$ cat config.mk
export PLATFORM = sky130hd
export DESIGN_NAME = kce_cfg
export DESIGN_NICKNAME = d
export VERILOG_FILES = /design/src/rtl/kce_pkg.sv /design/src/rtl/kce_cfg.sv
export SDC_FILE = /design/constraint.sdc
export NUM_CORES = 1
export LEC_CHECK = 0
export ABC_AREA = 1
export BUFFER_PORTS_ARGS = -buffer_cell sky130_fd_sc_hd__buf_2
export CAP_MARGIN = 20
export CORE_ASPECT_RATIO = 0.6
export CORE_UTILIZATION = 55
export CTS_BUF_LIST = sky130_fd_sc_hd__clkbuf_4
export CTS_CLUSTER_SIZE = 20
export DETAILED_ROUTE_END_ITERATION = 12
export HOLD_SLACK_MARGIN = 0.1
export PLACE_DENSITY = 0.9
export SLEW_MARGIN = 10
export SYNTH_ARGS = -nofsm -noshare
export SYNTH_HDL_FRONTEND = slang
export SYNTH_SLANG_ARGS = --single-unit
export TNS_END_PERCENT = 5
$ cat constraint.sdc
create_clock -name clk -period 5.67 [get_ports clk]
set_input_delay 0.2835 -clock clk [delete_from_list [all_inputs] [get_ports clk]]
set_output_delay 0.2835 -clock clk [all_outputs]
set_load 0.1 [all_outputs]
$ cat src/rtl/kce_pkg.sv
// Shared constants, codes and interface types of the k-gram count block.
`default_nettype none
package kce_pkg;

	localparam int TABLE_DEPTH = 65536;
	localparam int COUNT_WIDTH = 16;

	localparam int ADDR_W    = (TABLE_DEPTH > 1) ? $clog2(TABLE_DEPTH) : 1;
	localparam int SPAN_W    = ADDR_W + 1;
	localparam int DIV_W     = ADDR_W + 5;
	localparam int FWD_STEPS = 4;
	localparam int DIV_KMAX  = (ADDR_W > FWD_STEPS) ? ADDR_W : FWD_STEPS;
	localparam int DIV_KW    = $clog2(DIV_KMAX + 1);
	localparam int DIV_SHW   = $clog2(DIV_W + 1);
	localparam int REG_W     = 5;

	localparam logic [REG_W-1:0] BASE_MIN  = 5'd2;
	localparam logic [REG_W-1:0] BASE_MAX  = 5'd16;
	localparam logic [REG_W-1:0] LEN_MIN   = 5'd1;
	localparam logic [REG_W-1:0] LEN_MAX   = 5'd16;
	localparam logic [REG_W-1:0] BASE_RST  = 5'd2;
	localparam logic [REG_W-1:0] LEN_RST   = 5'd1;

	localparam logic [COUNT_WIDTH-1:0] COUNT_MAX = {COUNT_WIDTH{1'b1}};

	localparam logic REG_BASE = 1'b0;
	localparam logic REG_LEN  = 1'b1;

	localparam logic [1:0] MODE_FWD   = 2'd0;
	localparam logic [1:0] MODE_SCAN  = 2'd1;
	localparam logic [1:0] MODE_BWD   = 2'd2;
	localparam logic [1:0] MODE_CLEAR = 2'd3;

	localparam logic [1:0] ST_OK        = 2'd0;
	localparam logic [1:0] ST_SAT       = 2'd1;
	localparam logic [1:0] ST_BAD_CFG   = 2'd2;
	localparam logic [1:0] ST_BAD_DIGIT = 2'd3;

	typedef struct packed {
		logic [REG_W-1:0]  base;
		logic [REG_W-1:0]  length;
		logic [SPAN_W-1:0] span;
		logic              busy;
	} cfg_t;

	typedef struct packed {
		logic       latch_in;
		logic       clr_regs;
		logic       clr_init;
		logic       clr_wr;
		logic       div_red;
		logic       div_fwd;
		logic       div_bwd;
		logic       take_red;
		logic       take_fwd;
		logic       take_bwd;
		logic       seen_inc;
		logic       seen_full;
		logic       rd_win;
		logic       upd_fwd;
		logic       upd_bwd;
		logic       scan_init;
		logic       scan_rd;
		logic       scan_fin;
		logic       res_set;
		logic [1:0] res_st;
		logic       out_load;
	} cmd_t;

	typedef struct packed {
		logic [1:0] mode;
		logic       digit_bad;
		logic       span_zero;
		logic       win_ge_span;
		logic       seen_short_fwd;
		logic       seen_short_bwd;
		logic       div_busy;
		logic       clr_last;
		logic       scan_last;
	} sts_t;

endpackage
`default_nettype wire

$ cat src/rtl/kce_cfg.sv
// Register port and iterative table span computation.
`default_nettype none
module kce_cfg (
	input  wire logic        clk,
	input  wire logic        arst_n,
	input  wire logic        psel,
	input  wire logic        penable,
	input  wire logic        pwrite,
	input  wire logic [2:0]  paddr,
	input  wire logic [31:0] pwdata,
	output logic [31:0]      prdata,
	output logic             pready,
	output kce_pkg::cfg_t    cfg
);

	logic [kce_pkg::REG_W-1:0]    base_q;
	logic [kce_pkg::REG_W-1:0]    len_q;
	logic [kce_pkg::SPAN_W-1:0]   span_q;
	logic [kce_pkg::SPAN_W-1:0]   p_q;
	logic [kce_pkg::REG_W-1:0]    cnt_q;
	logic                         busy_q;
	logic                         wr;
	logic                         idx;
	logic [kce_pkg::REG_W-1:0]    nb;
	logic [kce_pkg::REG_W-1:0]    nl;
	logic                         ok;
	logic [kce_pkg::SPAN_W+4:0]   prod;

	assign wr  = psel & penable & pwrite;
	assign idx = paddr[2];
	assign nb  = (idx == kce_pkg::REG_BASE) ? pwdata[kce_pkg::REG_W-1:0] : base_q;
	assign nl  = (idx == kce_pkg::REG_LEN) ? pwdata[kce_pkg::REG_W-1:0] : len_q;
	assign ok  = (nb >= kce_pkg::BASE_MIN) && (nb <= kce_pkg::BASE_MAX)
		&& (nl >= kce_pkg::LEN_MIN) && (nl <= kce_pkg::LEN_MAX);
	assign prod = (kce_pkg::SPAN_W+5)'(p_q) * (kce_pkg::SPAN_W+5)'(base_q);

	always_ff @(posedge clk or negedge arst_n) begin
		if (!arst_n) begin
			base_q <= kce_pkg::BASE_RST;
			len_q  <= kce_pkg::LEN_RST;
			span_q <= kce_pkg::SPAN_W'(2);
			busy_q <= 1'b0;
			cnt_q  <= '0;
			p_q    <= '0;
		end else if (wr) begin
			base_q <= nb;
			len_q  <= nl;
			cnt_q  <= '0;
			p_q    <= kce_pkg::SPAN_W'(1);
			busy_q <= ok;
			if (!ok) begin
				span_q <= '0;
			end
		end else if (busy_q) begin
			if (prod > (kce_pkg::SPAN_W+5)'(kce_pkg::TABLE_DEPTH)) begin
				span_q <= '0;
				busy_q <= 1'b0;
			end else if (cnt_q + kce_pkg::REG_W'(1) == len_q) begin
				span_q <= prod[kce_pkg::SPAN_W-1:0];
				busy_q <= 1'b0;
			end else begin
				p_q   <= prod[kce_pkg::SPAN_W-1:0];
				cnt_q <= cnt_q + kce_pkg::REG_W'(1);
			end
		end
	end

	always_comb begin
		unique case (idx)
			kce_pkg::REG_BASE: prdata = 32'(base_q);
			kce_pkg::REG_LEN:  prdata = 32'(len_q);
			default:           prdata = '0;
		endcase
	end

	assign pready     = 1'b1;
	assign cfg.base   = base_q;
	assign cfg.length = len_q;
	assign cfg.span   = span_q;
	assign cfg.busy   = busy_q;

endmodule
`default_nettype wire

==> results by group <==
Timing
  • Setup violators final: 0
  • Slew HR: 37.9%
  • Setup Total Neg Slack: 0 ns
  • Period utilization: 90.8%
  • Slew Limit Fails: 0
  • Fin crit period: 5.15 ns
  • Min Hold Slack: 0.244 ns
  • Maximum clock frequency: 194 MHz
  • Slew @ Worst Pin: 0.931 ns
  • Skew final: 0.0158 ns
  • RSZ-0062 raised after global routing: false
  • Hold Fails Final Rpt: 0

Pwr
  • PwrDens: 477 nW/um2
  • Switching share of power: 62.7%
  • Worst IR Drop VDD: 0.000416 V
  • Combinational Power Share: 71.7%
  • Sequential Power Share: 21.0%
  • Clock power share: 7.3%
  • Pleak: 4.12 nW
  • P_int: 1.12 mW
  • P_sw: 1.88 mW

Placed design
  • Dpl hpwl: 11,500 um
  • Port Buf Inserts: 43
  • GP Congestion: 1.02

Synth
  • Share of the synthesized area in the top cell type: 19.6%
  • Synth area leader: dfrtp_1
  • Share of flip-flops with an asynchronous set or reset: 100%
  • Top-count cell post-synth: nand2_1
  • Post-synthesis sequential area ratio: 20.9%
  • Mapped cell area: 6020 um2
  • Syn Area/Cell: 6.73 um2
  • Flops & latches, synth: 50
  • Top post-synthesis cells by count: 283 x nand2_1, 192 x inv_1, 81 x nand3_1, 47 x dfrtp_1, 47 x nor2_1
  • Synth area leaders: dfrtp_1 20%, nand2_1 18%, fa_1 15%
  • Post-synth cell types: 40
  • EDFF count, synth: 0
  • Top_reg_cell synth: dfrtp_1
  • Cells after Synth: 894
  • Number of synthesis warnings: 0

CTS
  • CTS Sinks: 50
  • Maximum clock path buffer count: 2
  • # H-tree levels: 2
  • Post-CTS sizing: 0
  • Clk pin slew, worst setup/hold paths: 0.15 ns
  • CTS tree: yes
  • Clock buffer count from CTS: 5
  • CTS Root Cell: clkbuf_4
  • Post-CTS setup buffers: 0
  • Clk Latency, worst-skew pair: 0.41 ns

Routing
  • Starting DRT DRC Count: 657
  • Final wirelength: 14,200 um
  • Initial DRT Pass Iterations: 5
  • Vias per std cell: 5.20
  • WL per Instance: 13.4 um
  • DR vias: 5,522
  • DRC viols: 0
  • Routed Antenna Nets: 0

Floorplanning
  • Boundary Pins: 101
  • Core Region: 10,600 um2
  • Die area: 11,400 um2
  • Initial Utilization: 56.8%
  • Chip width: 137 um
  • Row cnt: 29
  • Die span in y: 83.0 um

Global routing
  • First-pass GRT wire length: 24,500 um
  • Total Routing Usage GR: 27.0%
  • Largest net degree at the start of global routing: 51
  • Initial antenna violation count: 0
  • Vias in the first global route: 5,096
  • Grt total ovfl: 0

Setup path
  • Data required time at the worst endpoint: 5.96 ns
  • CP Data Arrival Time: 5.44 ns
  • Startpoint Class: flop
  • Crit path max fanout: 18
  • Endpoint class of the critical path: flop
  • FF-to-FF setup slack: 0.52 ns
  • Critical path class: flop to flop

Layout
  • Nets: 1,037
  • Final-layout fill cell count: 968
  • Multi-input gate area: 3780 um2
  • Area Growth Syn to Fin: 4.53%
  • Layout cells sized above 1: 9.44%
  • Register area: 1250 um2

Outcome
  • Status: finished clean

Hold path
  • Worst hold path class: input port to flop

Run
  • Max-Cap Viols: 0
final timing paths:
check                      cells past startpoint                   from                     to
max in group asynchronous                      3                 arst_n   cnt_q[1]$_DFFE_PN0P_
hold reg to reg                                2  span_q[1]$_DFFE_PN1P_  span_q[1]$_DFFE_PN1P_
hold / removal                                 3              pwdata[1]  base_q[1]$_DFFE_PN1P_
min in group asynchronous                      3                 arst_n    p_q[12]$_DFFE_PN0P_
setup / recovery                              23  base_q[2]$_DFFE_PN0P_     p_q[3]$_DFFE_PN0P_
setup reg to reg                              23  base_q[2]$_DFFE_PN0P_     p_q[3]$_DFFE_PN0P_
final cells by class:
| type | instances | share of cell area (%) |
|---|---|---|
| multi-input cells | 620 | 60.1 |
| diodes | 1 | 0.0398 |
| inverters | 194 | 11.6 |
| clock inverters | 3 | 0.637 |
| well taps | 139 | 2.77 |
| clock buffers | 5 | 0.597 |
| flip-flops and latches | 50 | 20.0 |
| repair buffers | 50 | 4.30 |
layout by cell type (no fill, tap or decap), types with 2 or more instances in the layout:
master,synthesis,final
o21bai_1,2,2
nor2_1,47,47
nand3b_1,4,4
dfrtp_1,47,47
nand4_1,12,12
a21oi_1,17,17
ha_1,31,31
fa_1,45,45
nand2_1,283,283
nor2_4,3,3
clkbuf_4,0,5
o21ai_0,27,27
clkinv_2,0,2
dfstp_2,3,3
or2_2,2,2
nand2_2,6,6
and2_1,2,2
nor2_2,2,2
inv_1,192,192
xor2_1,5,5
nand3_2,5,6
nand3_1,81,80
conb_1,2,28
buf_4,29,6
xnor2_1,7,7
buf_2,10,43
routing by layer:
| metal | vias up | wire length (um) | part of all wire (%) | track usage, % |
|---|---|---|---|---|
| li1 | 2679 | - | - | - |
| met1 | 2564 | 6880 | 48 | 41.7 |
| met2 | 258 | 5760 | 40 | 37.8 |
| met3 | 21 | 1460 | 10 | 7.51 |
| met4 | 0 | 136 | 0.96 | 3.60 |
| met5 | - | 0 | 0 | 0 |
timing repair:
item | 4_1_cts | 5_1_grt
hold buffers | 1 | 0
endpoints found under the setup margin | 0 | 0
hold endpoints to repair | 47 | 0
through the flow:
| stage | total power [mW] | instances | util [%] | worst slack, ns | instance area, um2 |
|---|---|---|---|---|---|
| 2_1_floorplan | 2.36 | 920 | - | 0.575 | 6110 |
| 3_3_place_gp | 2.69 | 1052 | 58.5 | 0.756 | 6200 |
| 3_5_place_dp | 2.74 | 1052 | 58.5 | 0.664 | 6200 |
| 4_1_cts | 2.96 | 1061 | 59.3 | 0.603 | 6290 |
| 5_1_grt | 3.24 | 1061 | 59.3 | 0.166 | 6290 |
| 6_report | 3.00 | 1062 | 59.4 | 0.521 | 6290 |
state kept, by name, summed over array words and instances (netlist names):
| signal | count |
|---|---|
| base_q | 5 |
| busy_q | 1 |
| cnt_q | 5 |
| len_q | 5 |
| p_q | 17 |
| span_q | 17 |
power by group through the flow:
| stage | combinational, mW | sequential (mW) | clock [mW] |
|---|---|---|---|
| after detailed placement | 2.12 | 0.628 | 0 |
| after floorplan | 1.42 | 0.941 | 0 |
| after CTS | 2.12 | 0.623 | 0.215 |
| after global placement | 2.06 | 0.626 | 0 |
| final | 2.15 | 0.630 | 0.219 |
| after global routing | 2.36 | 0.643 | 0.233 |
kinds of logic after synthesis:
family | after synthesis | share of synthesized area, %
other cells | 2 | 0.125
fa+ha+maj | 76 | 21.4
compound gates | 50 | 4.56
simple gates | 454 | 33.3
buf+inv | 250 | 18.0
flops | 50 | 20.9
xor+xnor | 12 | 1.75
critical path: stages (launching register included):
cell,delay (ns)
dfrtp_1,0.87
nand2_1,0.11
inv_1,0.10
fa_1,0.45
fa_1,0.55
inv_1,0.05
fa_1,0.53
inv_1,0.04
ha_1,0.35
nand2_1,0.08
nand2_1,0.08
inv_1,0.09
nand2_2,0.09
nand2_1,0.07
nand2_1,0.09
xnor2_1,0.25
nand2_1,0.08
nor2_1,0.10
nand3_1,0.10
nand2_2,0.15
nand4_1,0.29
buf_4,0.32
nand3_1,0.10
nand2_1,0.09
Power figures use the tool's default switching activity.
