<file path="src/rtl/kce_pkg.sv">
// Shared constants, codes and interface types of the k-gram count block.
`default_nettype none
package kce_pkg;

	localparam int TABLE_DEPTH = 65536;
	localparam int COUNT_WIDTH = 16;

	localparam int ADDR_W    = (TABLE_DEPTH > 1) ? $clog2(TABLE_DEPTH) : 1;
	localparam int SPAN_W    = ADDR_W + 1;
	localparam int DIV_W     = ADDR_W + 5;
	localparam int FWD_STEPS = 4;
	localparam int DIV_KMAX  = (ADDR_W > FWD_STEPS) ? ADDR_W : FWD_STEPS;
	localparam int DIV_KW    = $clog2(DIV_KMAX + 1);
	localparam int DIV_SHW   = $clog2(DIV_W + 1);
	localparam int REG_W     = 5;

	localparam logic [REG_W-1:0] BASE_MIN  = 5'd2;
	localparam logic [REG_W-1:0] BASE_MAX  = 5'd16;
	localparam logic [REG_W-1:0] LEN_MIN   = 5'd1;
	localparam logic [REG_W-1:0] LEN_MAX   = 5'd16;
	localparam logic [REG_W-1:0] BASE_RST  = 5'd2;
	localparam logic [REG_W-1:0] LEN_RST   = 5'd1;

	localparam logic [COUNT_WIDTH-1:0] COUNT_MAX = {COUNT_WIDTH{1'b1}};

	localparam logic REG_BASE = 1'b0;
	localparam logic REG_LEN  = 1'b1;

	localparam logic [1:0] MODE_FWD   = 2'd0;
	localparam logic [1:0] MODE_SCAN  = 2'd1;
	localparam logic [1:0] MODE_BWD   = 2'd2;
	localparam logic [1:0] MODE_CLEAR = 2'd3;

	localparam logic [1:0] ST_OK        = 2'd0;
	localparam logic [1:0] ST_SAT       = 2'd1;
	localparam logic [1:0] ST_BAD_CFG   = 2'd2;
	localparam logic [1:0] ST_BAD_DIGIT = 2'd3;

	typedef struct packed {
		logic [REG_W-1:0]  base;
		logic [REG_W-1:0]  length;
		logic [SPAN_W-1:0] span;
		logic              busy;
	} cfg_t;

	typedef struct packed {
		logic       latch_in;
		logic       clr_regs;
		logic       clr_init;
		logic       clr_wr;
		logic       div_red;
		logic       div_fwd;
		logic       div_bwd;
		logic       take_red;
		logic       take_fwd;
		logic       take_bwd;
		logic       seen_inc;
		logic       seen_full;
		logic       rd_win;
		logic       upd_fwd;
		logic       upd_bwd;
		logic       scan_init;
		logic       scan_rd;
		logic       scan_fin;
		logic       res_set;
		logic [1:0] res_st;
		logic       out_load;
	} cmd_t;

	typedef struct packed {
		logic [1:0] mode;
		logic       digit_bad;
		logic       span_zero;
		logic       win_ge_span;
		logic       seen_short_fwd;
		logic       seen_short_bwd;
		logic       div_busy;
		logic       clr_last;
		logic       scan_last;
	} sts_t;

endpackage
`default_nettype wire

</file>
<file path="src/rtl/kce_ctrl.sv">
// Controller state machine sequencing table passes, divisions and result hand-off.
`default_nettype none
module kce_ctrl (
	input  wire logic          clk,
	input  wire logic          arst_n,
	input  wire logic          s_tvalid,
	output logic               s_tready,
	output logic               m_tvalid,
	input  wire logic          m_tready,
	input  wire logic          span_busy,
	input  wire kce_pkg::sts_t sts,
	output kce_pkg::cmd_t      cmd
);

	localparam logic [3:0] S_CLEAR   = 4'd0;
	localparam logic [3:0] S_IDLE    = 4'd1;
	localparam logic [3:0] S_DECODE  = 4'd2;
	localparam logic [3:0] S_RWAIT   = 4'd3;
	localparam logic [3:0] S_DISP    = 4'd4;
	localparam logic [3:0] S_FWAIT   = 4'd5;
	localparam logic [3:0] S_FRD     = 4'd6;
	localparam logic [3:0] S_FUPD    = 4'd7;
	localparam logic [3:0] S_BRD     = 4'd8;
	localparam logic [3:0] S_BUPD    = 4'd9;
	localparam logic [3:0] S_BWAIT   = 4'd10;
	localparam logic [3:0] S_SCAN    = 4'd11;
	localparam logic [3:0] S_SCANEND = 4'd12;
	localparam logic [3:0] S_SCANFIN = 4'd13;
	localparam logic [3:0] S_EMIT    = 4'd14;

	logic [3:0] state_q;
	logic [3:0] state_d;
	logic       clr_emit_q;
	logic       clr_emit_d;
	logic       m_tvalid_q;
	logic       out_free;

	assign out_free = !m_tvalid_q || m_tready;
	assign s_tready = (state_q == S_IDLE) && !span_busy;

	always_comb begin
		cmd        = '0;
		state_d    = state_q;
		clr_emit_d = clr_emit_q;
		unique case (state_q)
			S_CLEAR: begin
				cmd.clr_wr = 1'b1;
				if (sts.clr_last) begin
					state_d = clr_emit_q ? S_EMIT : S_IDLE;
				end
			end
			S_IDLE: begin
				if (s_tvalid && !span_busy) begin
					cmd.latch_in = 1'b1;
					state_d      = S_DECODE;
				end
			end
			S_DECODE: begin
				if (sts.mode == kce_pkg::MODE_CLEAR) begin
					cmd.clr_regs = 1'b1;
					cmd.clr_init = 1'b1;
					cmd.res_set  = 1'b1;
					cmd.res_st   = kce_pkg::ST_OK;
					clr_emit_d   = 1'b1;
					state_d      = S_CLEAR;
				end else if (sts.span_zero) begin
					cmd.res_set = 1'b1;
					cmd.res_st  = kce_pkg::ST_BAD_CFG;
					state_d     = S_EMIT;
				end else if (sts.win_ge_span) begin
					cmd.div_red = 1'b1;
					state_d     = S_RWAIT;
				end else begin
					state_d = S_DISP;
				end
			end
			S_RWAIT: begin
				if (!sts.div_busy) begin
					cmd.take_red = 1'b1;
					state_d      = S_DISP;
				end
			end
			S_DISP: begin
				if (sts.mode == kce_pkg::MODE_SCAN) begin
					cmd.scan_init = 1'b1;
					state_d       = S_SCAN;
				end else if (sts.digit_bad) begin
					cmd.res_set = 1'b1;
					cmd.res_st  = kce_pkg::ST_BAD_DIGIT;
					state_d     = S_EMIT;
				end else if (sts.mode == kce_pkg::MODE_FWD) begin
					cmd.div_fwd = 1'b1;
					state_d     = S_FWAIT;
				end else if (sts.seen_short_bwd) begin
					cmd.res_set = 1'b1;
					cmd.res_st  = kce_pkg::ST_OK;
					state_d     = S_EMIT;
				end else begin
					state_d = S_BRD;
				end
			end
			S_FWAIT: begin
				if (!sts.div_busy) begin
					cmd.take_fwd = 1'b1;
					if (sts.seen_short_fwd) begin
						cmd.seen_inc = 1'b1;
						cmd.res_set  = 1'b1;
						cmd.res_st   = kce_pkg::ST_OK;
						state_d      = S_EMIT;
					end else begin
						cmd.seen_full = 1'b1;
						state_d       = S_FRD;
					end
				end
			end
			S_FRD: begin
				cmd.rd_win = 1'b1;
				state_d    = S_FUPD;
			end
			S_FUPD: begin
				cmd.upd_fwd = 1'b1;
				state_d     = S_EMIT;
			end
			S_BRD: begin
				cmd.rd_win = 1'b1;
				state_d    = S_BUPD;
			end
			S_BUPD: begin
				cmd.upd_bwd = 1'b1;
				cmd.div_bwd = 1'b1;
				state_d     = S_BWAIT;
			end
			S_BWAIT: begin
				if (!sts.div_busy) begin
					cmd.take_bwd = 1'b1;
					state_d      = S_EMIT;
				end
			end
			S_SCAN: begin
				cmd.scan_rd = 1'b1;
				if (sts.scan_last) begin
					state_d = S_SCANEND;
				end
			end
			S_SCANEND: begin
				state_d = S_SCANFIN;
			end
			S_SCANFIN: begin
				cmd.scan_fin = 1'b1;
				state_d      = S_EMIT;
			end
			S_EMIT: begin
				if (out_free) begin
					cmd.out_load = 1'b1;
					state_d      = S_IDLE;
				end
			end
			default: begin
				state_d = S_IDLE;
			end
		endcase
	end

	always_ff @(posedge clk or negedge arst_n) begin
		if (!arst_n) begin
			state_q    <= S_CLEAR;
			clr_emit_q <= 1'b0;
			m_tvalid_q <= 1'b0;
		end else begin
			state_q    <= state_d;
			clr_emit_q <= clr_emit_d;
			if (cmd.out_load) begin
				m_tvalid_q <= 1'b1;
			end else if (m_tready) begin
				m_tvalid_q <= 1'b0;
			end
		end
	end

	assign m_tvalid = m_tvalid_q;

endmodule
`default_nettype wire

</file>
<file path="config.mk">
export PLATFORM = sky130hd
export DESIGN_NAME = kce_ctrl
export DESIGN_NICKNAME = d
export VERILOG_FILES = /design/src/rtl/kce_pkg.sv /design/src/rtl/kce_ctrl.sv
export SDC_FILE = /design/constraint.sdc
export NUM_CORES = 1
export LEC_CHECK = 0
export ABC_AREA = 1
export BUFFER_PORTS_ARGS = -buffer_cell sky130_fd_sc_hd__buf_2
export CAP_MARGIN = 20
export CORE_MARGIN = 3
export CORE_UTILIZATION = 40
export CTS_CLUSTER_DIAMETER = 80
export CTS_CLUSTER_SIZE = 12
export DETAILED_ROUTE_END_ITERATION = 10
export PLACE_DENSITY = 0.69
export SYNTH_ARGS = -nofsm -noshare
export SYNTH_HDL_FRONTEND = slang
export SYNTH_SLANG_ARGS = --single-unit
export TNS_END_PERCENT = 20
</file>
<file path="constraint.sdc">
create_clock -name clk -period 1.71 [get_ports clk]
set_input_delay 0.2565 -clock clk [delete_from_list [all_inputs] [get_ports clk]]
set_output_delay 0.2565 -clock clk [all_outputs]
set_load 0.02 [all_outputs]
</file>
==> results of run 1 <==
-- cells by family (layout without fill, tap and decap cells) --
group	after synthesis	in the layout	synth area share, %
buffers and inverters	28	72	14.2
flip-flops	6	6	18.6
AO/OA/AOI/OAI	11	11	7.59
AND/OR/NAND/NOR	105	105	59.6
-- flip-flops by register name (all words and copies together), names as in the netlist --
signal / cells
clr_emit_q: 1
m_tvalid: 1
state_q: 4
-- power by group through the flow --
stage / registers (mW) / logic [mW] / clock network, mW
2_1_floorplan: 0.315 / 0.949 / 0
3_3_place_gp: 0.293 / 1.31 / 0
3_5_place_dp: 0.303 / 1.33 / 0
4_1_cts: 0.312 / 1.36 / 0.131
5_1_grt: 0.342 / 1.62 / 0.143
6_report: 0.336 / 1.44 / 0.123
-- repair_timing --
action,CTS,global route
hold endpoints to repair,6,0
setup buffers,0,1
setup endpoints to repair,7,14
hold buffers,1,0
pin swaps,0,3
resized for setup,5,17
-- layer usage --
layer / vias to the layer above / GRT usage, % / wire [µm] / share of wire [%]
met3: 0 / 2.92 / 157 / 6.9
met1: 471 / 24.6 / 1020 / 45
met2: 32 / 33.7 / 1100 / 48
met4: 0 / 4.04 / 0 / 0
li1: 545 / - / - / -
met5: - / 0 / 0 / 0
-- critical path: stages, from the launching register on --
cell and delay (ns):
dfrtp_2 0.49, inv_4 0.12, nand2_4 0.06, nor2_4 0.11
nand2_2 0.07, o221ai_2 0.16, buf_4 0.17
-- synth_stat cells --
cell	count
nand4_1	1
nor2_4	4
o211ai_1	1
o21ai_0	6
nand3_1	9
nor2_2	4
buf_4	2
nand2_4	1
a21oi_1	2
nand2_2	5
inv_2	4
inv_1	21
nor3b_1	1
o21ai_1	1
inv_4	1
nor2_1	29
o221ai_1	1
nand2_1	49
nand3b_1	1
nand3_2	1
dfrtp_1	6
-- path summary, 6_finish.rpt --
path	startpoint	to	slack [ns]	depth (start not counted)
setup / recovery	state_q[1]	cmd[3]	0.04	6
hold / removal	m_tready	m_tvalid	0.25	2
setup reg to reg	state_q[1]	state_q[2]	0.22	9
hold reg to reg	clr_emit_q	clr_emit_q	0.50	2
max in group asynchronous	arst_n	state_q[3]	1.18	2
min in group asynchronous	arst_n	state_q[0]	0.37	2
-- placed cells by master (no fill, tap or decap) --
| cell | instances |
|---|---|
| nand2_4 | 2 |
| nand4_1 | 1 |
| nand2_2 | 8 |
| buf_2 | 34 |
| dfrtp_1 | 3 |
| nor3b_1 | 1 |
| nand3_1 | 8 |
| o21ai_0 | 4 |
| nor2_2 | 3 |
| nand2_1 | 45 |
| nor2_4 | 7 |
| buf_4 | 8 |
| o21ai_1 | 3 |
| a21oi_1 | 2 |
| inv_4 | 2 |
| nor2_1 | 27 |
| o221ai_2 | 1 |
| inv_2 | 3 |
| inv_1 | 21 |
| dfrtp_2 | 3 |
| nand3b_1 | 1 |
| dlygate4sd3_1 | 1 |
| nand3_2 | 2 |
| o211ai_1 | 1 |
| clkbuf_4 | 3 |
-- final cells by class --
cell class                 instances  area [µm²]
fill                             192         681
multi-input combinational        116         589
timing repair buffer              43         240
sequential                         6         154
inverter                          26         103
tap                               25        31.3
clock buffer                       3        22.5
==> flow_metrics.py, run 1 <==
metrics = {
    "outcome": {
        "result_of_the_run": "complete, no violations",
    },
    "synth": {
        "synth_top_cell_by_area": "nand2_1",
        "yosysTopAreaCellShare_pct": 22.8,
        "syn-num-nets": 165,
        "netlist_instances": 150,
        "synthTopCellsByArea": "nand2_1 23%, dfrtp_1 19%, nor2_1 13%, inv_1 9.8%, nand3_1 5.6%",
        "synth_seq_cells": 6,
        "synth_area_um2": 808,
        "synth-seq-area-share_pct": 18.6,
        "synth-warning-count": 0,
        "avgSynthCellArea_um2": 5.39,
        "synth.lib_cells_used.distinct": 21,
    },
    "timing": {
        "maxClockFrequency_ghz": 0.599,
        "worst_pin_slew_ns": 0.227,
        "grt_setup_unrepaired": "yes",
        "fin_tns_setup_ns": 0,
        "post-route-min-period_ns": 1.67,
        "final-max-slew-violation-count": 0,
        "worst_clock_skew_ns": 0.000742,
        "timing_hold_violations_final": 0,
        "worst_slew_margin_relative_to_its_limit_pct": 84.9,
        "hold_slack_ns": 0.247,
        "least_setup_slack_across_all_paths_after_layout_ns": 0.0392,
        "setup_violations": 0,
        "fin_crit_sh_pct": 97.7,
    },
    "final_layout": {
        "postLayoutCellArea_mm2": 0.00114,
        "proportion_of_layout_cells_with_a_drive_suffix_above_1_pct": 39.2,
        "antenna-diode-count": 0,
        "fin_cells": 219,
        "syn_to_final_growth_pct": 41.0,
        "final_core_util_pct": 62.6,
        "finalNetCount": 211,
    },
    "pwr": {
        "power_switching_share_pct": 57.8,
        "power.share.clock_pct": 6.5,
        "switching_power_mw": 1.10,
        "power_density_mw_per_mm2": 1660,
        "vdd.ir_drop.worst_v": 0.000931,
        "power_leakage_nw": 0.721,
        "power.total_mw": 1.90,
        "power.share.sequential_pct": 17.7,
        "share_comb_of_total_power_pct": 75.8,
        "cellInternalPower_mw": 0.800,
    },
    "setup_path": {
        "cp_max_fo": 6,
        "required_time_of_the_critical_path_ns": 1.45,
        "critPathCaptureType": "output port",
        "cp_data_arrival_time_ns": 1.41,
        "start_kind": "register",
        "worstSetupPathType": "register to output port",
    },
    "detailed_routing": {
        "vias_per_cell": 4.79,
        "drtAntennaViolNets": 0,
        "vias": 1048,
        "initialDrtViolationCount": 19,
        "drt_pre_antenna_iters": 4,
        "wl_per_cell_um": 10.4,
        "wl_um": 2280,
        "drcViolationCount": 0,
    },
    "hold_path": {
        "hold_class": "primary input to register",
    },
    "clocking": {
        "root_buffer": "clkbuf_4",
        "source_to_sink_clock_delay_at_the_later_pin_of_the_worst_skew_pair_ns": 0.23,
        "maximum_level_of_the_cts_h_tree": 1,
        "numCtsBuffers": 3,
        "cts.path.max_buffers": 2,
        "clkTransAtPathRegs_ns": 0.04,
        "clock_sinks": 6,
        "cts_tree": "done",
    },
    "placed_design": {
        "portBuffers": 38,
        "place.detailed.instances": 214,
        "placer_congestion": 0.906,
        "post-place-ws_ns": 0.182,
        "dpl_cell_area_mm2": 0.00104,
        "detailed_place_hpwl_um": 1960,
    },
    "floorplanning": {
        "placeable_core_area_mm2": 0.00182,
        "ios": 39,
        "floorplan.die_area_mm2": 0.00260,
        "std_cell_rows": 15,
        "initial_util_pct": 44.4,
        "dieHeight_um": 51.0,
        "die_width_um": 51.0,
    },
    "global_routing": {
        "wire_length_of_the_first_global_routing_pass_um": 3970,
        "grt_pass1_vias": 951,
        "track_usage_pct": 19.2,
        "grt_overflow_total": 0,
        "pin_count_of_the_biggest_net_entering_global_routing": 9,
        "number_of_antenna_violations_at_the_first_check_in_global_routing": 0,
    },
    "run": {
        "drv_cap": 0,
    },
}
Note: power is estimated with default switching activity, not from simulation.
==> inputs of run 2 (changes only) <==
--- a/config.mk
+++ b/config.mk
@@ -5,7 +5,6 @@
 export SDC_FILE = /design/constraint.sdc
 export NUM_CORES = 1
 export LEC_CHECK = 0
-export ABC_AREA = 1
 export BUFFER_PORTS_ARGS = -buffer_cell sky130_fd_sc_hd__buf_2
 export CAP_MARGIN = 20
 export CORE_MARGIN = 3
@@ -14,6 +13,7 @@
 export CTS_CLUSTER_SIZE = 12
 export DETAILED_ROUTE_END_ITERATION = 10
 export PLACE_DENSITY = 0.69
+export SLEW_MARGIN = 20
 export SYNTH_ARGS = -nofsm -noshare
 export SYNTH_HDL_FRONTEND = slang
 export SYNTH_SLANG_ARGS = --single-unit
==> run 2 against run 1 <==
The run now ends with setup timing left. Critical path depth down 2. Synthesized area down 0.31%. Final cell count down 7.8%. Global-route usage up 4.9 points. Synthesized cell count down 29%. Clock-buffer cell count unchanged. Largest power group unchanged. Highest routed layer is now met4.
==> flow_metrics.py, run 2 <==
metrics = {
    "synth": {
        "synthSimpleGateAreaFrac_pct": 39.4,
        "synth.lib_cells_used.distinct": 44,
        "synth_area_in_compound_gates_pct": 25.8,
        "avgSynthCellArea_um2": 7.53,
        "synth_top_cells_by_count": "13 x nor2_1, 7 x nand2_1, 7 x nand2b_1, 6 x a21oi_1, 6 x dfrtp_1",
        "synth_adder_area_share_pct": 0,
        "number_of_flops_mapped_to_enable_cells_by_yosys": 0,
        "syn-num-nets": 122,
        "synthTopCellsByArea": "dfrtp_1 19%, nor2_1 6.1%, nand2b_1 5.4%, mux2_1 4.2%, a21oi_1 3.7%",
        "synth-seq-area-share_pct": 18.6,
        "yosysMostFrequentCell": "nor2_1",
        "yosys-mux-area-fraction_pct": 5.43,
        "dominantRegCellSynth": "dfrtp_1",
        "synth-warning-count": 0,
        "synth_seq_cells": 6,
        "netlist_instances": 107,
        "synth_xor_xnor_area_share_pct": 1.09,
        "synth_top_family_by_area": "simple AND/OR/NAND/NOR gates",
        "asyncSetResetFlopFracSynth_pct": 100,
        "synth_top_cell_by_area": "dfrtp_1",
        "synth_area_um2": 806,
        "yosysTopAreaCellShare_pct": 18.6,
    },
    "setup_path": {
        "critPathTopFamily": "simple AND/OR/NAND/NOR gates",
        "timing.rr.end": "state_q[0]",
        "rr_worst_depth": 7,
        "critPathCaptureType": "output port",
        "critical_path.cell_chain": "or4b_4 > a21oi_4 > nor3b_4 > buf_6",
        "cp_max_fo": 4,
        "regToRegSetupSlack_ns": -0.16,
        "cp_data_arrival_time_ns": 1.77,
        "path_depth": 4,
        "timing.critical_path.buf_inv": 1,
        "r2r-start": "state_q[3]",
        "critical_path.slowest_cell": "or4b_4",
        "required_time_of_the_critical_path_ns": 1.45,
        "peak_per_stage_delay_on_the_critical_path_ns": 0.56,
        "start_kind": "register",
        "worstSetupPathType": "register to output port",
        "critPathCapture": "cmd[17]",
        "startpoint": "state_q[3]",
    },
    "detailed_routing": {
        "vias": 1087,
        "initialDrtViolationCount": 25,
        "drcViolationCount": 0,
        "vias_per_cell": 5.38,
        "drt_pre_antenna_iters": 4,
        "wl_um": 2860,
        "wl_per_cell_um": 14.1,
        "drtAntennaViolNets": 0,
    },
    "final_layout": {
        "final_core_util_pct": 81.6,
        "largest_reg_flops": 4,
        "register_name_with_the_most_flops": "state_q",
        "final_common_cell": "buf_4",
        "proportion_of_layout_cells_with_a_drive_suffix_above_1_pct": 59.3,
        "syn_to_final_growth_pct": 84.3,
        "postLayoutCellArea_mm2": 0.00149,
        "final_cell_mix": "48 x buf_4, 20 x buf_2, 10 x nor2_1, 8 x buf_6, 7 x nand2_1",
        "finalNetCount": 194,
        "antenna-diode-count": 0,
    },
    "placed_design": {
        "placer_congestion": 0.854,
        "detailed_place_hpwl_um": 2090,
        "dpl_cell_area_mm2": 0.00125,
        "portBuffers": 38,
    },
    "global_routing": {
        "grt_overflow_total": 0,
        "pin_count_of_the_biggest_net_entering_global_routing": 16,
        "number_of_antenna_violations_at_the_first_check_in_global_routing": 0,
        "wire_length_of_the_first_global_routing_pass_um": 4780,
        "track_usage_pct": 24.1,
        "grt_pass1_vias": 1047,
    },
    "outcome": {
        "result_of_the_run": "complete, but fails checks",
        "failed_checks": "setup timing",
    },
    "clocking": {
        "cts_tree": "done",
        "maximum_level_of_the_cts_h_tree": 1,
        "clock_sinks": 6,
        "source_to_sink_clock_delay_at_the_later_pin_of_the_worst_skew_pair_ns": 0.26,
        "numCtsBuffers": 3,
        "root_buffer": "clkbuf_4",
        "clkTransAtPathRegs_ns": 0.05,
        "cts.path.max_buffers": 2,
    },
    "floorplanning": {
        "placeable_core_area_mm2": 0.00182,
        "ios": 39,
        "std_cell_rows": 15,
        "floorplan.die_area_mm2": 0.00259,
        "dieHeight_um": 50.9,
        "initial_util_pct": 44.3,
        "die_width_um": 50.9,
    },
    "pwr": {
        "power_density_mw_per_mm2": 1820,
        "power_leakage_nw": 0.732,
        "vdd.ir_drop.worst_v": 0.00146,
    },
    "hold_path": {
        "hold_path_startpoint": "m_tready",
        "hold_class": "primary input to register",
    },
    "timing": {
        "setup_violations": 21,
        "least_setup_slack_across_all_paths_after_layout_ns": -0.319,
        "worst_clock_skew_ns": 0.00905,
        "hold_slack_ns": 0.296,
        "grt_setup_unrepaired": "yes",
        "fin_crit_sh_pct": 119,
        "worst_slew_margin_relative_to_its_limit_pct": 76.3,
        "final-max-slew-violation-count": 0,
        "post-route-min-period_ns": 2.03,
        "worst_pin_slew_ns": 0.351,
        "maxClockFrequency_ghz": 0.493,
        "timing_hold_violations_final": 0,
    },
    "run": {
        "drv_cap": 0,
    },
}
[run 2: cell types whose count changed in the layout (fill, tap and decap cells not counted), sizes merged, moves of 3 or more]
cell    change
nand2      -48
buf        +34
or3         +3
nand3       -7
mux2        +3
nor2b       +4
nand2b      +8
nor2       -24
a21oi       +5
nor3        +3
nor4        +4
inv        -22
[run 2: layout make-up]
class / instances / area, µm²
Tap cell: 25 / 31.3
Sequential cell: 6 / 151
Multi-Input combinational cell: 87 / 704
Fill cell: 115 / 335
Timing Repair Buffer: 77 / 561
Inverter: 4 / 15.0
Clock buffer: 3 / 22.5
[run 2: report_power, final]
group	leakage [nW]	internal, mW	switching [mW]
combinational	0.648	1.20	1.09
sequential	0.0706	0.225	0.0610
clock	0.0138	0.0799	0.0582
[run 2: kinds of logic (layout without fill, tap and decap cells)]
kind of cell              Yosys count  in the layout
buffers and inverters              14             84
DFF                                 6              6
and+or+nand+nor                    54             54
muxes                               4              4
xor gates and xnor gates            1              1
AOI/OAI and AO/OA                  28             28
[run 2: stage by stage]
| stage | power (mW) | setup WS (ns) | instances | TNS (ns) |
|---|---|---|---|---|
| after floorplan | 1.44 | -0.0872 | 107 | -0.307 |
| after global placement | 2.13 | -0.0447 | 191 | -0.182 |
| after detailed placement | 2.18 | -0.0951 | 191 | -0.358 |
| after CTS | 2.62 | -0.313 | 201 | -2.46 |
| after global routing | 2.89 | -0.368 | 202 | -4.30 |
| final | 2.71 | -0.319 | 202 | -2.73 |
[run 2: per-layer routing]
metal	track usage (%)	share of wire, %
met5	0	0
met4	5.83	0.81
met2	46.3	52
met1	28.2	41
met3	2.33	5.9
[run 2: timing repair]
| item | 4_1_cts | 5_1_grt |
|---|---|---|
| setup buffers | 6 | 1 |
| resized for setup | 29 | 13 |
| pin swaps | 5 | 2 |
| hold buffers | 1 | 0 |
| setup endpoints to repair | 23 | 25 |
| endpoints found under the hold margin | 6 | 0 |
[run 2: worst reg2reg max path: cells and delay by family, from the launching register on]
| family | cells | cell delay [ns] |
|---|---|---|
| AND/OR/NAND/NOR | 2 | 0.80 |
| AO/OA/AOI/OAI | 2 | 0.25 |
| buffers and inverters | 2 | 0.23 |
| flip-flops | 1 | 0.42 |
| multiplexers | 1 | 0.12 |
[run 2: worst min path at each step]
stage / to / slack [ns] / depth (start not counted)
after global routing: m_tvalid / 0.33 / 3
after detailed placement: state_q[2] / 0.09 / 1
after floorplan: clr_emit_q / -0.04 / 0
after global placement: m_tvalid / 0.09 / 1
final: m_tvalid / 0.30 / 3
after CTS: m_tvalid / 0.30 / 3
